## src/rtl/core/mlstq_pkg.sv

```systemverilog
`timescale 1ns / 1ps
// ----------------------------------------------------------------------------
// Sorted task queue package
// Shared constants, operation codes, controller states and the command and
// status words that pass between the controller and the datapath.
// ----------------------------------------------------------------------------
package mlstq_pkg;

    localparam int MAX_ENTRIES_DEF = 16;
    localparam int NUM_LISTS_DEF   = 4;
    localparam int KEY_WIDTH_DEF   = 32;
    localparam int ID_W            = 4;
    localparam int LIST_FIELD_W    = 2;
    localparam int SORT_KEY_W      = 32;

    typedef enum logic [1:0] {
        OP_INSERT = 2'd0,
        OP_POP    = 2'd1,
        OP_MOVE   = 2'd2,
        OP_REMOVE = 2'd3
    } op_t;

    typedef enum logic [1:0] {
        ST_OK        = 2'd0,
        ST_EMPTY     = 2'd1,
        ST_QUEUED    = 2'd2,
        ST_NOT_QUEUED = 2'd3
    } status_t;

    typedef enum logic [3:0] {
        S_IDLE,
        S_DECODE,
        S_UL_READ,
        S_UL_PREV,
        S_UL_NEXT,
        S_UL_FIX,
        S_INS_START,
        S_WALK_REQ,
        S_WALK_CHK,
        S_INS_SELF,
        S_INS_PREV,
        S_INS_NEXT,
        S_DONE
    } state_t;

    // Commands from the controller to the datapath.
    typedef struct packed {
        logic latch_in;     // capture the input word
        logic decode;       // evaluate head and slot valid
        logic ul_read;      // read the slot to be unlinked
        logic ul_prev;      // read predecessor, patch head if first
        logic ul_next;      // patch predecessor, clear valid
        logic ul_fix;       // patch successor prev pointer
        logic ins_start;    // set up the walk from the list head
        logic walk_req;     // read the current walk slot
        logic walk_step;    // advance the walk by one slot
        logic ins_self;     // write inserted slot, patch head if first
        logic ins_prev;     // patch predecessor
        logic ins_next;     // patch successor
        logic set_result;   // load the result register
    } cmd_t;

    // Status from the datapath to the controller.
    typedef struct packed {
        op_t  op;
        logic id_in_range;  // the addressed slot number exists
        logic id_valid;     // the addressed slot is linked
        logic head_nil;     // the source list is empty
        logic walk_done;    // the walk has found its place
    } stat_t;

endpackage

```

## src/rtl/core/mlstq_ram.sv

```systemverilog
`timescale 1ns / 1ps
// ----------------------------------------------------------------------------
// Generic simple dual-port RAM
// One write port and one read port with a registered read.
// ----------------------------------------------------------------------------
module mlstq_ram #(
    parameter int WIDTH = 8,
    parameter int DEPTH = 16
) (
    input  logic                     clk,
    input  logic                     we,
    input  logic [$clog2(DEPTH)-1:0] waddr,
    input  logic [WIDTH-1:0]         wdata,
    input  logic [$clog2(DEPTH)-1:0] raddr,
    output logic [WIDTH-1:0]         rdata
);

    logic [WIDTH-1:0] mem [DEPTH];

    // Write and registered read.
    always_ff @(posedge clk)
    begin
        if (we)
        begin
            mem[waddr] <= wdata;
        end
        rdata <= mem[raddr];
    end

endmodule

```

## src/rtl/core/mlstq_ctrl.sv

```systemverilog
`timescale 1ns / 1ps
// ----------------------------------------------------------------------------
// Sorted task queue controller
// Sequences the unlink, the sorted walk and the relinking of one word.
// ----------------------------------------------------------------------------
module mlstq_ctrl
    import mlstq_pkg::*;
(
    input  logic  clk,
    input  logic  rst_n,
    input  logic  in_valid,
    output logic  in_ready,
    output logic  out_valid,
    input  logic  out_ready,
    input  stat_t stat,
    output cmd_t  cmd
);

    state_t state_reg, state_next;

    // State register.
    always_ff @(posedge clk or negedge rst_n)
    begin
        if (!rst_n)
        begin
            state_reg <= S_IDLE;
        end
        else
        begin
            state_reg <= state_next;
        end
    end

    // Next state and commands.
    always_comb
    begin
        state_next = state_reg;
        cmd        = '0;
        in_ready   = 1'b0;
        out_valid  = 1'b0;
        case (state_reg)
            S_IDLE:
            begin
                in_ready = 1'b1;
                if (in_valid)
                begin
                    cmd.latch_in = 1'b1;
                    state_next   = S_DECODE;
                end
            end
            S_DECODE:
            begin
                cmd.decode = 1'b1;
                case (stat.op)
                    OP_INSERT:
                        state_next = (stat.id_in_range && !stat.id_valid) ? S_INS_START
                                                                          : S_DONE;
                    OP_REMOVE:
                        state_next = stat.id_valid ? S_UL_READ : S_DONE;
                    default:
                        state_next = stat.head_nil ? S_DONE : S_UL_READ;
                endcase
            end
            S_UL_READ:
            begin
                cmd.ul_read = 1'b1;
                state_next  = S_UL_PREV;
            end
            S_UL_PREV:
            begin
                cmd.ul_prev = 1'b1;
                state_next  = S_UL_NEXT;
            end
            S_UL_NEXT:
            begin
                cmd.ul_next = 1'b1;
                state_next  = S_UL_FIX;
            end
            S_UL_FIX:
            begin
                cmd.ul_fix = 1'b1;
                state_next = (stat.op == OP_MOVE) ? S_INS_START : S_DONE;
            end
            S_INS_START:
            begin
                cmd.ins_start = 1'b1;
                state_next    = S_WALK_REQ;
            end
            S_WALK_REQ:
            begin
                cmd.walk_req = 1'b1;
                state_next   = stat.walk_done ? S_INS_SELF : S_WALK_CHK;
            end
            S_WALK_CHK:
            begin
                cmd.walk_step = 1'b1;
                state_next    = S_WALK_REQ;
            end
            S_INS_SELF:
            begin
                cmd.ins_self = 1'b1;
                state_next   = S_INS_PREV;
            end
            S_INS_PREV:
            begin
                cmd.ins_prev = 1'b1;
                state_next   = S_INS_NEXT;
            end
            S_INS_NEXT:
            begin
                cmd.ins_next = 1'b1;
                state_next   = S_DONE;
            end
            S_DONE:
            begin
                out_valid = 1'b1;
                if (out_ready)
                begin
                    state_next = S_IDLE;
                end
            end
            default:
                state_next = S_IDLE;
        endcase
        cmd.set_result = (state_reg == S_DECODE);
    end

endmodule

```

## src/rtl/core/mlstq_dp.sv

```systemverilog
`timescale 1ns / 1ps
// ----------------------------------------------------------------------------
// Sorted task queue datapath
// Slot stores, list heads, walk pointers and the result register.
// ----------------------------------------------------------------------------
module mlstq_dp
    import mlstq_pkg::*;
#(
    parameter int MAX_ENTRIES = MAX_ENTRIES_DEF,
    parameter int NUM_LISTS   = NUM_LISTS_DEF,
    parameter int KEY_WIDTH   = KEY_WIDTH_DEF
) (
    input  logic                    clk,
    input  logic                    rst_n,
    input  cmd_t                    cmd,
    output stat_t                   stat,
    input  logic [1:0]              mode,
    input  logic [LIST_FIELD_W-1:0] list_sel,
    input  logic [LIST_FIELD_W-1:0] dest_list,
    input  logic [ID_W-1:0]         entry_id,
    input  logic [SORT_KEY_W-1:0]   sort_key,
    input  logic                    keep_key,
    output logic [1:0]              status,
    output logic [ID_W-1:0]         out_id,
    output logic [SORT_KEY_W-1:0]   out_key
);

    localparam int SW = $clog2(MAX_ENTRIES);
    localparam int PW = SW + 1;                 // pointer with null marker
    localparam int LW = (NUM_LISTS > 1) ? $clog2(NUM_LISTS) : 1;
    localparam logic [PW-1:0] NIL = PW'(MAX_ENTRIES);

    // Wrap a list number into range by repeated compare and subtract.
    function automatic logic [LW-1:0] wrap_list(input logic [LIST_FIELD_W-1:0] v);
        int r;
        r = int'(v);
        for (int i = 0; i < (1 << LIST_FIELD_W); i++)
        begin
            if (r >= NUM_LISTS)
            begin
                r = r - NUM_LISTS;
            end
        end
        return LW'(r);
    endfunction

    // Latched input word.
    op_t                  op_reg;
    logic [LW-1:0]        src_reg, dst_reg;
    logic [ID_W-1:0]      id_reg;
    logic [KEY_WIDTH-1:0] key_reg;
    logic                 keep_reg;

    // Working registers.
    logic [SW-1:0]        slot_reg;             // slot being moved
    logic [KEY_WIDTH-1:0] ins_key_reg;
    logic [LW-1:0]        ins_list_reg;
    logic [PW-1:0]        bef_reg, cur_reg;
    logic [PW-1:0]        up_reg, un_reg;       // unlink prev and next
    logic [LW-1:0]        ul_list_reg;
    logic [SW:0]          guard_reg;
    logic                 walk_done_reg;

    logic [1:0]           status_reg;
    logic [ID_W-1:0]      oid_reg;
    logic [KEY_WIDTH-1:0] okey_reg;

    logic [MAX_ENTRIES-1:0] valid_reg;
    logic [PW-1:0]          head_reg [NUM_LISTS];

    // Slot link record in one memory, key in another.
    localparam int LINK_W = LW + 2 * PW;
    logic                 lk_we, ky_we;
    logic [SW-1:0]        lk_wa, lk_ra;
    logic [LINK_W-1:0]    lk_wd, lk_rd;
    logic [KEY_WIDTH-1:0] ky_wd, ky_rd;

    mlstq_ram #(.WIDTH(LINK_W), .DEPTH(MAX_ENTRIES)) u_link (
        .clk(clk), .we(lk_we), .waddr(lk_wa), .wdata(lk_wd),
        .raddr(lk_ra), .rdata(lk_rd)
    );
    mlstq_ram #(.WIDTH(KEY_WIDTH), .DEPTH(MAX_ENTRIES)) u_key (
        .clk(clk), .we(ky_we), .waddr(lk_wa), .wdata(ky_wd),
        .raddr(lk_ra), .rdata(ky_rd)
    );

    logic [LW-1:0] rd_owner;
    logic [PW-1:0] rd_prev, rd_next;
    assign {rd_owner, rd_prev, rd_next} = lk_rd;

    // Successor record with its prev pointer bridged over the unlinked slot.
    logic [LINK_W-1:0] fix_wd;
    assign fix_wd = {rd_owner, up_reg, rd_next};

    logic          id_in_range;
    logic [SW-1:0] id_slot;
    logic [PW-1:0] head_src;
    assign id_in_range = ({{PW{1'b0}}, id_reg} < {{ID_W{1'b0}}, NIL});
    assign id_slot     = SW'(id_reg);
    assign head_src    = head_reg[src_reg];

    always_comb
    begin
        stat.op          = op_reg;
        stat.id_in_range = id_in_range;
        stat.id_valid    = id_in_range && valid_reg[id_slot];
        stat.head_nil    = (head_src == NIL);
        stat.walk_done   = walk_done_reg;
    end

    // Memory addressing and write data.
    always_comb
    begin
        lk_ra = id_slot;
        lk_we = 1'b0;
        ky_we = 1'b0;
        lk_wa = slot_reg;
        lk_wd = {rd_owner, rd_prev, rd_next};
        ky_wd = ins_key_reg;
        if (cmd.decode)
        begin
            lk_ra = (op_reg == OP_INSERT || op_reg == OP_REMOVE) ? id_slot
                                                                 : SW'(head_src);
        end
        else if (cmd.ul_read)
        begin
            lk_ra = slot_reg;
        end
        else if (cmd.ul_prev)
        begin
            // Predecessor next pointer: read-modify-write via second read below.
            lk_ra = SW'(up_reg);
        end
        else if (cmd.ul_next)
        begin
            lk_ra = SW'(un_reg);
            if (up_reg != NIL)
            begin
                lk_we = 1'b1;
                lk_wa = SW'(up_reg);
                lk_wd = {rd_owner, rd_prev, un_reg};
            end
        end
        else if (cmd.ul_fix)
        begin
            if (un_reg != NIL)
            begin
                lk_we = 1'b1;
                lk_wa = SW'(un_reg);
                lk_wd = fix_wd;
            end
        end
        else if (cmd.walk_req)
        begin
            lk_ra = SW'(cur_reg);
        end
        else if (cmd.ins_self)
        begin
            lk_we = 1'b1;
            ky_we = 1'b1;
            lk_wa = slot_reg;
            lk_wd = {ins_list_reg, bef_reg, cur_reg};
            lk_ra = SW'(bef_reg);
        end
        else if (cmd.ins_prev)
        begin
            lk_ra = SW'(cur_reg);
            if (bef_reg != NIL)
            begin
                lk_we = 1'b1;
                lk_wa = SW'(bef_reg);
                lk_wd = {rd_owner, rd_prev, {1'b0, slot_reg}};
            end
        end
        else if (cmd.ins_next)
        begin
            lk_ra = SW'(cur_reg);
            if (cur_reg != NIL)
            begin
                lk_we = 1'b1;
                lk_wa = SW'(cur_reg);
                lk_wd = {rd_owner, {1'b0, slot_reg}, rd_next};
            end
        end
    end

    // Slot valid flags and list heads.
    always_ff @(posedge clk or negedge rst_n)
    begin
        if (!rst_n)
        begin
            valid_reg <= '0;
            for (int i = 0; i < NUM_LISTS; i++)
            begin
                head_reg[i] <= NIL;
            end
        end
        else
        begin
            if (cmd.ul_prev && up_reg == NIL)
            begin
                head_reg[ul_list_reg] <= un_reg;
            end
            if (cmd.ul_next)
            begin
                valid_reg[slot_reg] <= 1'b0;
            end
            if (cmd.ins_self)
            begin
                valid_reg[slot_reg] <= 1'b1;
                if (bef_reg == NIL)
                begin
                    head_reg[ins_list_reg] <= {1'b0, slot_reg};
                end
            end
        end
    end

    // Payload and walk registers.
    always_ff @(posedge clk)
    begin
        if (cmd.latch_in)
        begin
            op_reg   <= op_t'(mode);
            src_reg  <= wrap_list(list_sel);
            dst_reg  <= wrap_list(dest_list);
            id_reg   <= entry_id;
            key_reg  <= KEY_WIDTH'(sort_key);
            keep_reg <= keep_key;
        end
        if (cmd.decode)
        begin
            if (op_reg == OP_INSERT || op_reg == OP_REMOVE)
            begin
                slot_reg <= id_slot;
            end
            else
            begin
                slot_reg <= SW'(head_src);
            end
            ins_list_reg <= (op_reg == OP_MOVE) ? dst_reg : src_reg;
            ins_key_reg  <= key_reg;
        end
        if (cmd.set_result)
        begin
            status_reg <= ST_OK;
            oid_reg    <= id_reg;
            okey_reg   <= key_reg;
            if (op_reg == OP_INSERT || op_reg == OP_REMOVE)
            begin
                if (!id_in_range)
                begin
                    status_reg <= ST_NOT_QUEUED;
                    okey_reg   <= '0;
                end
                else if (op_reg == OP_INSERT && valid_reg[id_slot])
                begin
                    status_reg <= ST_QUEUED;
                end
                else if (op_reg == OP_REMOVE && !valid_reg[id_slot])
                begin
                    status_reg <= ST_NOT_QUEUED;
                    okey_reg   <= '0;
                end
            end
            else if (head_src == NIL)
            begin
                status_reg <= ST_EMPTY;
                oid_reg    <= '0;
                okey_reg   <= '0;
            end
            else
            begin
                oid_reg <= ID_W'(head_src);
            end
        end
        if (cmd.ul_read)
        begin
            // Stored key becomes the result, except for a move that takes a new key.
            up_reg      <= rd_prev;
            un_reg      <= rd_next;
            ul_list_reg <= rd_owner;
            if (status_reg != ST_OK || op_reg != OP_MOVE || keep_reg)
            begin
                okey_reg    <= ky_rd;
                ins_key_reg <= ky_rd;
            end
        end
        if (cmd.ins_start)
        begin
            bef_reg       <= NIL;
            cur_reg       <= head_reg[ins_list_reg];
            guard_reg     <= '0;
            walk_done_reg <= (head_reg[ins_list_reg] == NIL);
            okey_reg      <= ins_key_reg;
        end
        if (cmd.walk_step)
        begin
            if (ky_rd <= ins_key_reg && guard_reg < (SW+1)'(MAX_ENTRIES))
            begin
                bef_reg       <= cur_reg;
                cur_reg       <= rd_next;
                guard_reg     <= guard_reg + 1'b1;
                walk_done_reg <= (rd_next == NIL);
            end
            else
            begin
                walk_done_reg <= 1'b1;
            end
        end
    end

    // An insert of a queued slot reports its stored key. The memory keeps
    // reading that slot until the next word is taken, so the key holds.
    logic qkey_reg;
    always_ff @(posedge clk or negedge rst_n)
    begin
        if (!rst_n)
        begin
            qkey_reg <= 1'b0;
        end
        else if (cmd.latch_in)
        begin
            qkey_reg <= 1'b0;
        end
        else if (cmd.decode && op_reg == OP_INSERT && stat.id_valid)
        begin
            qkey_reg <= 1'b1;
        end
    end

    assign status  = status_reg;
    assign out_id  = oid_reg;
    assign out_key = qkey_reg ? SORT_KEY_W'(ky_rd) : SORT_KEY_W'(okey_reg);

endmodule

```

## src/rtl/core/multi_list_sorted_task_queue.sv

```systemverilog
`timescale 1ns / 1ps
// ----------------------------------------------------------------------------
// Multi-list sorted task queue
// Several ascending-key lists of task slots sharing one slot pool. One word
// at a time: a word is taken only while idle, and the next not until the
// status word of the last has been taken. A pop or remove unlinks a slot,
// an insert walks its list and links the slot in, and a move does both;
// an insert of a queued slot, an unknown slot or a pop from an empty list
// only reports its status. The walk through the link memory reads one slot
// per compare. Equal keys keep arrival order.
// ----------------------------------------------------------------------------
module multi_list_sorted_task_queue
    import mlstq_pkg::*;
#(
    parameter int MAX_ENTRIES = MAX_ENTRIES_DEF,
    parameter int NUM_LISTS   = NUM_LISTS_DEF,
    parameter int KEY_WIDTH   = KEY_WIDTH_DEF
) (
    input  logic                    clk,
    input  logic                    rst_n,
    input  logic                    in_valid,
    output logic                    in_ready,
    input  logic [1:0]              mode,
    input  logic [LIST_FIELD_W-1:0] list_sel,
    input  logic [LIST_FIELD_W-1:0] dest_list,
    input  logic [ID_W-1:0]         entry_id,
    input  logic [SORT_KEY_W-1:0]   sort_key,
    input  logic                    keep_key,
    output logic                    out_valid,
    input  logic                    out_ready,
    output logic [1:0]              status,
    output logic [ID_W-1:0]         out_id,
    output logic [SORT_KEY_W-1:0]   out_key
);

    cmd_t  cmd;
    stat_t stat;

    // Sequencer.
    mlstq_ctrl u_ctrl (
        .clk(clk), .rst_n(rst_n), .in_valid(in_valid), .in_ready(in_ready),
        .out_valid(out_valid), .out_ready(out_ready), .stat(stat), .cmd(cmd)
    );

    // Stores and pointers.
    mlstq_dp #(
        .MAX_ENTRIES(MAX_ENTRIES), .NUM_LISTS(NUM_LISTS), .KEY_WIDTH(KEY_WIDTH)
    ) u_dp (
        .clk(clk), .rst_n(rst_n), .cmd(cmd), .stat(stat), .mode(mode),
        .list_sel(list_sel), .dest_list(dest_list), .entry_id(entry_id),
        .sort_key(sort_key), .keep_key(keep_key), .status(status),
        .out_id(out_id), .out_key(out_key)
    );

endmodule

```

## config.mk

```make
export PLATFORM = sky130hd
export DESIGN_NAME = multi_list_sorted_task_queue
export DESIGN_NICKNAME = d
export VERILOG_FILES = /design/src/rtl/core/mlstq_pkg.sv /design/src/rtl/core/mlstq_ram.sv /design/src/rtl/core/mlstq_ctrl.sv /design/src/rtl/core/mlstq_dp.sv /design/src/rtl/core/multi_list_sorted_task_queue.sv
export SDC_FILE = /design/constraint.sdc
export NUM_CORES = 1
export LEC_CHECK = 0
export BUFFER_PORTS_ARGS = -buffer_cell sky130_fd_sc_hd__buf_4
export CORE_MARGIN = 10
export CORE_UTILIZATION = 49
export DETAILED_ROUTE_END_ITERATION = 8
export HOLD_SLACK_MARGIN = 0.02
export PLACE_DENSITY_LB_ADDON = 0.05
export SYNTH_ARGS = -nofsm -noshare
export SYNTH_HDL_FRONTEND = slang
export SYNTH_SLANG_ARGS = --single-unit
```

## constraint.sdc

```tcl
create_clock -name clk -period 5.1 [get_ports clk]
set_input_delay 1.02 -clock clk [delete_from_list [all_inputs] [get_ports clk]]
set_output_delay 1.02 -clock clk [all_outputs]
set_load 0.02 [all_outputs]
```

==> results of run 1 <==
-- worst max-delay path, cell delays in order, from the launching register on --
cell and delay, ns:
dfrtp_1 0.66, nor2b_1 0.67, a222oi_1 0.19, a2111o_1 0.48, a31oi_4 0.59, buf_12 0.43, mux2i_1 0.25, mux2i_1 0.10
a22oi_1 0.39, o21ai_1 0.11
-- cells in the final DEF (no fill, tap or decap), types with 9 or more instances in the layout --
cell type and instances:
o21ai_1 42, nand4_1 11, o2bb2ai_1 44, mux4_2 14, clkinv_1 18, nand2b_1 13, clkbuf_8 9, nand3_1 12
a21o_1 13, clkbuf_16 103, a21oi_1 60, nor2_4 17, ha_1 36, dfxtp_1 123, o21ai_0 95, buf_12 13
nor2b_1 18, nand2_1 199, clkinv_2 18, mux2i_1 514, nor2_1 192, a22oi_1 45, dfrtp_1 36, edfxtp_1 772
mux2_2 52, a31oi_1 69, buf_4 149, o22ai_1 43, clkbuf_1 29, inv_1 51
-- metal layers --
metal | vias to the layer above | wire [um]
met4 | 0 | 2650
met1 | 11828 | 45600
met5 | - | 0
met3 | 155 | 5890
met2 | 670 | 47800
li1 | 10600 | -
-- path summary, 6_finish.rpt --
| kind | to | slack (ns) | cells past startpoint |
|---|---|---|---|
| worst max-delay path | u_dp.u_link.rdata[5] | 1.01 | 9 |
| worst min-delay path | u_ctrl.state_reg[0] | 0.33 | 1 |
| worst max register to register | u_dp.u_link.rdata[5] | 1.01 | 9 |
| worst min register to register | u_dp.ul_list_reg[1] | 0.46 | 0 |
| max in group asynchronous | u_dp.qkey_reg | 4.34 | 1 |
| min in group clk | u_dp.ul_list_reg[1] | 0.46 | 0 |
-- through the flow --
stage	instances	setup slack [ns]
6_report	3986	1.01
3_3_place_gp	3795	1.11
3_5_place_dp	3795	1.07
5_1_grt	3986	0.684
2_1_floorplan	2741	0.526
4_1_cts	3984	0.987
-- power breakdown --
group | switching (uW) | internal, uW
registers | 1370 | 10500
clock network | 2950 | 4210
logic | 8510 | 5490
-- cell families (layout without fill, tap and decap cells) --
| family | Yosys count | after routing | synth area share |
|---|---|---|---|
| flip-flops | 936 | 936 | 0.676 |
| AO/OA/AOI/OAI | 462 | 462 | 0.0753 |
| adder cells (fa/ha/maj) | 36 | 36 | 0.0114 |
| AND/OR/NAND/NOR | 506 | 506 | 0.0548 |
| multiplexers | 582 | 582 | 0.154 |
| buffers and inverters | 219 | 404 | 0.0284 |
-- layout make-up --
cell class                 count  share of cell area
multi-input combinational   1586               0.265
inverter                      53             0.00448
clock inverter                48              0.0106
timing repair buffer         162              0.0309
clock buffer                 141              0.0629
sequential                   936               0.597
tap                         1060              0.0297
==> results by group, run 1 <==
Pwr
  – Peak supply drop: 0.000579 V
  – Leakage: 0.0174 uW
  – Power, Total: 33000 uW
  – PwrDens: 738 nW/um^2

Hold path
  – Hold crit path type: in -> async

Die
  – Core Rows: 104
  – Initial Utilization: 0.492
  – Die width: 304 um
  – DIE AREA: 92300 um^2
  – Chip height: 304 um
  – Total I/O pin count: 87
  – Total core area: 80200 um^2

Cells and area
  – Layout cell share with drive strength beyond 1: 0.143
  – Max reg flops: 512
  – Reg with most FFs: u_dp.u_key.mem
  – Nets: 2922
  – Fin area: 44700 um^2
  – Biggest regs: u_dp.u_key.mem x512, u_dp.u_link.mem x192
  – Reg area: 26700 um^2
  – Fin util: 0.558
  – Fillers: 6475
  – Synthesis-to-finish area growth: 13.3%
  – ANT cells: 0
  – Footprint of the multi-input gates: 11800 um^2

CTS
  – CTS Sinks: 936
  – # hold bufs at CTS: 0
  – Htree depth: 3
  – Clock buffer count from CTS: 100
  – Clock buffer depth: 3
  – Post-CTS Setup Repair Bufs: 0
  – Clk slew on worst S/H paths: 0.06 ns
  – CTS tree: built
  – Clock Tree Root: clkbuf_16
  – Worst skew pair latency: 0.67 ns
  – Post_cts resized: 0

GRT
  – GR Util met3: 0.0348
  – Vias in the first global route: 22936
  – First-pass GRT wire length: 151 mm
  – Remaining global-route overflow: 0
  – Global route hottest layer: met2
  – Tot GR Track Use: 0.214
  – Pin count of the biggest net entering global routing: 128
  – Global Route met2 Usage: 0.341
  – Grt met1 use: 0.300
  – Initial antenna violation count: 0

Setup path
  – Critical Path Source Type: flip-flop
  – CP Max Fanout: 58
  – RR Startpoint: u_ctrl.state_reg[3]
  – CP Capture Type: flip-flop
  – CP Launch Point: u_ctrl.state_reg[3]
  – Crit Path Category: reg -> reg
  – CP arrival: 4.60 ns
  – Worst EP required: 5.61 ns

Yosys
  – Post-synth top cells: 772 x edfxtp_1, 514 x mux2i_1, 207 x nor2_1, 200 x nand2_1, 123 x dfxtp_1
  – Most common cell in the synthesized netlist: edfxtp_1
  – Post-synthesis sequential area ratio: 0.676
  – Post-synth top flop: edfxtp_1
  – Synth top area share: 0.588
  – Leading area contributor after synthesis: edfxtp_1
  – Syn Inst Count: 2741
  – Syn Nets: 2824
  – Synthesized area: 39500 um^2
  – Netlist cell types: 76
  – Synth area leaders: edfxtp_1 59%, mux2i_1 13%, dfxtp_1 6.2%
  – Seq cells post-synth: 936
  – Ys async rst share: 0.0438
  – Post-synth EDFFs: 772
  – YS warnings: 0
  – Avg Cell Area, Syn: 14.4 um^2

STA
  – Setup TNS: 0 ns
  – Slew @ Worst Pin: 1.29 ns
  – Min cycle time layout: 4.09 ns
  – Max Slew Vio Count: 0
  – Final setup skew: 0.0399 ns
  – Final hold violations: 0
  – Max-slew headroom: 0.137
  – Final setup violation count: 0
  – Period utilisation layout: 0.802
  – RSZ-0062 raised after global routing: no
  – Max Clock Freq: 244 MHz
  – Final Hold Slack: 0.329 ns

Placed design
  – Number of port buffers: 86
  – Post-Place Cell Area: 41400 um^2
  – RD Place Congestion: 0.872
  – Post-DP HPWL: 61.1 mm

Drt
  – Via-to-Cell Ratio: 5.83
  – Number of DRC violations after detailed-routing iteration 0: 1953
  – DR vias: 23253
  – Routed WL: 102 mm
  – DR DRC count: 0
  – Routed len/inst: 25.6 um
  – Post-DRT Antenna Nets: 0
  – Drt pass-1 iters: 6

Flow run
  – Max-cap violations: 0

Status
  – Status: finished clean
No activity file was read; power rests on OpenSTA's default activity.
==> inputs of run 2 (changes only) <==
- ABC_AREA: default -> 1
- clock period: 5.1 -> 4 ns (I/O delays scaled with it)
==> results by group, run 2 <==
Status
  – Status: finished clean (unchanged)

Drt
  – Post-DRT Antenna Nets: 0 (unchanged)
  – DR DRC count: 0 (unchanged)
  – DR vias: 30290 (was 23253)
  – Drt pass-1 iters: 5 (was 6)
  – Via-to-Cell Ratio: 5.44 (was 5.83)
  – Number of DRC violations after detailed-routing iteration 0: 3500 (was 1953)
  – Routed len/inst: 21.1 um (was 25.6 um)
  – Routed WL: 117 mm (was 102 mm)

GRT
  – Pin count of the biggest net entering global routing: 159 (was 128)
  – First-pass GRT wire length: 178 mm (was 151 mm)
  – Initial antenna violation count: 1 (was 0)
  – Tot GR Track Use: 0.235 (was 0.214)
  – Remaining global-route overflow: 0 (unchanged)
  – Vias in the first global route: 28264 (was 22936)

STA
  – Min cycle time layout: 3.49 ns
  – Final setup skew: 0.0314 ns (was 0.0399 ns)
  – Final setup violation count: 0 (unchanged)
  – Max-slew headroom: 0.201 (was 0.137)
  – Max Slew Vio Count: 0 (unchanged)
  – Final hold violations: 0 (unchanged)
  – Period utilisation layout: 0.873
  – RSZ-0062 raised after global routing: no (unchanged)
  – Slew @ Worst Pin: 1.19 ns (was 1.29 ns)
  – Max Clock Freq: 286 MHz
  – Setup TNS: 0 ns (unchanged)

Yosys
  – Syn Nets: 4358 (was 2824)
  – Post-Synth Simple-Gate Area: 0.210 (was 0.0548)
  – Netlist cell types: 46 (was 76)
  – Compound-cell area share of the yosys netlist: 0.0574 (was 0.0753)
  – Avg Cell Area, Syn: 9.92 um^2 (was 14.4 um^2)
  – Adder-cell share of the synthesized area: 0.0106 (was 0.0114)
  – Synth area leaders: edfxtp_1 55%, nand3_1 10%, nand2_1 6.6% (was edfxtp_1 59%, mux2i_1 13%, dfxtp_1 6.2%)
  – Post-Synth XOR/XNOR Area: 0 (unchanged)
  – Seq cells post-synth: 936 (unchanged)
  – Leading area contributor after synthesis: edfxtp_1 (unchanged)
  – Post-synth top cells: 867 x nand3_1, 772 x edfxtp_1, 746 x nand2_1, 708 x inv_1, 284 x o21ai_0 (was 772 x edfxtp_1, 514 x mux2i_1, 207 x nor2_1, 200 x nand2_1, 123 x dfxtp_1)
  – Post-synthesis mux area share: 0.000472 (was 0.154)
  – Ys async rst share: 0.0438 (unchanged)
  – YS warnings: 0 (unchanged)
  – Most common cell in the synthesized netlist: nand3_1 (was edfxtp_1)
  – Post-synth top flop: edfxtp_1 (unchanged)
  – Syn Inst Count: 4275 (was 2741)
  – Post-synthesis sequential area ratio: 0.629 (was 0.676)
  – Synth top area share: 0.547 (was 0.588)
  – Main combinational cell family by area after synthesis: simple AND/OR/NAND/NOR gates (was multiplexers)
  – Synthesized area: 42400 um^2 (was 39500 um^2)
  – Post-synth EDFFs: 772 (unchanged)

Pwr
  – PwrDens: 961 nW/um^2 (was 738 nW/um^2)
  – Power, Total: 46300 uW (was 33000 uW)
  – Sw Share: 0.440 (was 0.389)
  – Sequential Power Share: 0.312 (was 0.359)
  – Comb power frac: 0.481 (was 0.424)
  – Internal Power: 25900 uW (was 20200 uW)
  – Clock power frac: 0.208 (was 0.217)
  – Leakage: 0.0202 uW (was 0.0174 uW)
  – Switching power: 20400 uW (was 12800 uW)
  – Peak supply drop: 0.000992 V (was 0.000579 V)

Cells and area
  – ANT cells: 0 (unchanged)
  – Fillers: 7483 (was 6475)
  – Synthesis-to-finish area growth: 13.7% (was 13.3%)
  – Max reg flops: 512 (unchanged)
  – Nets: 4424 (was 2922)
  – Most common cell after layout, fill and taps aside: nand3_1 (was edfxtp_1)
  – Biggest regs: u_dp.u_key.mem x512, u_dp.u_link.mem x192 (unchanged)
  – Reg with most FFs: u_dp.u_key.mem (unchanged)
  – Layout cell share with drive strength beyond 1: 0.0996 (was 0.143)
  – Most frequent cells in the layout: 867 x nand3_1, 772 x edfxtp_1, 743 x nand2_1, 706 x inv_1, 284 x o21ai_0 (was 772 x edfxtp_1, 514 x mux2i_1, 199 x nand2_1, 192 x nor2_1, 149 x buf_4)

CTS
  – Clock Tree Root: clkbuf_16 (unchanged)
  – # hold bufs at CTS: 0 (unchanged)
  – Post_cts resized: 0 (unchanged)
  – Htree depth: 3 (unchanged)
  – CTS tree: built (unchanged)
  – CTS Sinks: 936 (unchanged)
  – Clock buffer depth: 3 (unchanged)
  – Clock buffer count from CTS: 102 (was 100)
  – Worst skew pair latency: 0.67 ns (about the same)
  – Clk slew on worst S/H paths: 0.06 ns (about the same)
  – Post-CTS Setup Repair Bufs: 0 (unchanged)

Setup path
  – Worst reg-to-reg setup slack: 0.74 ns (was 1.01 ns)
  – CP Max Fanout: 25 (was 58)
  – Worst EP required: 3.20 ns (was 5.61 ns)
  – CP arrival: 2.69 ns (was 4.60 ns)
  – RR Startpoint: u_dp.src_reg[0] (was u_ctrl.state_reg[3])
  – Crit Path Category: reg -> out (was reg -> reg)
  – CP Capture Type: primary output (was flip-flop)
  – CP Launch Point: u_dp.qkey_reg (was u_ctrl.state_reg[3])
  – Critical Path Source Type: flip-flop (unchanged)

Die
  – Initial Utilization: 0.496 (was 0.492)
  – Total core area: 85500 um^2 (was 80200 um^2)
  – DIE AREA: 98700 um^2 (was 92300 um^2)
  – Chip height: 314 um (was 304 um)
  – Core Rows: 107 (was 104)
  – Die width: 314 um (was 304 um)
  – Total I/O pin count: 87 (unchanged)

Placed design
  – Number of port buffers: 86 (unchanged)
  – Post-DP HPWL: 65.6 mm (was 61.1 mm)
  – RD Place Congestion: 0.874 (was 0.872)

Hold path
  – Hold crit path type: in -> async (unchanged)

Flow run
  – Max-cap violations: 0 (unchanged)
## run 2: final cells by class
class | count | area, um^2 | share of cell area
Multi-Input combinational cell | 2379 | 12000 | 0.249
Clock buffer | 131 | 2750 | 0.0571
Clock inverter | 60 | 668 | 0.0139
Sequential cell | 936 | 26700 | 0.553
Tap cell | 1144 | 1430 | 0.0297
Inverter | 715 | 2690 | 0.0557
Timing Repair Buffer | 207 | 2020 | 0.0418
## run 2: final timing paths
path                                            end  cells past startpoint
worst max-delay path                    out_key[30]                      2
worst max register to register  u_dp.u_key.rdata[7]                     11
min in group clk                    u_dp.src_reg[1]                      1
worst min-delay path               u_dp.head_reg[0]                      1
worst min register to register  u_dp.ul_list_reg[0]                      0
max in group asynchronous             u_dp.qkey_reg                      1
## run 2: cell families (layout without fill, tap and decap cells)
family,Yosys count,in the layout
flip-flops,936,936
AO/OA/AOI/OAI,437,437
buffers and inverters,960,1113
multiplexers,2,2
AND/OR/NAND/NOR,1904,1904
adder cells (fa/ha/maj),36,36
## run 2: metrics by stage
stage / setup slack, ns / hold slack (ns) / cell area (um^2) / instances / util
after floorplan: 0.429 / 0.408 / 42400 / 4275 / -
after global placement: 0.799 / 0.422 / 44800 / 5381 / 0.524
after detailed placement: 0.816 / 0.418 / 44800 / 5381 / 0.524
after CTS: 0.664 / 0.117 / 48200 / 5572 / 0.564
after global routing: 0.468 / 0.144 / 48200 / 5572 / 0.564
final: 0.508 / 0.127 / 48200 / 5572 / 0.564
## run 2: per-layer routing
layer,vias to the layer above,GRT usage,routed length [um]
li1,14529,-,-
met1,14546,0.348,54800
met2,1038,0.352,51200
met3,177,0.0440,8960
met4,0,0.0561,2520
met5,-,0,0
## run 2: power groups by stage
stage | Clock (uW) | Sequential (uW) | Combinational [uW]
after global routing | 10100 | 14600 | 24800
after detailed placement | 0 | 14600 | 22200
after CTS | 9780 | 14400 | 22300
after global placement | 0 | 14600 | 22000
final | 9620 | 14400 | 22300
after floorplan | 0 | 14300 | 14700
## run 2: worst max-delay path: stages, from the launching register on
cell     delay [ns]
dfrtp_2        0.65
o21ai_0        1.04
buf_4          0.30
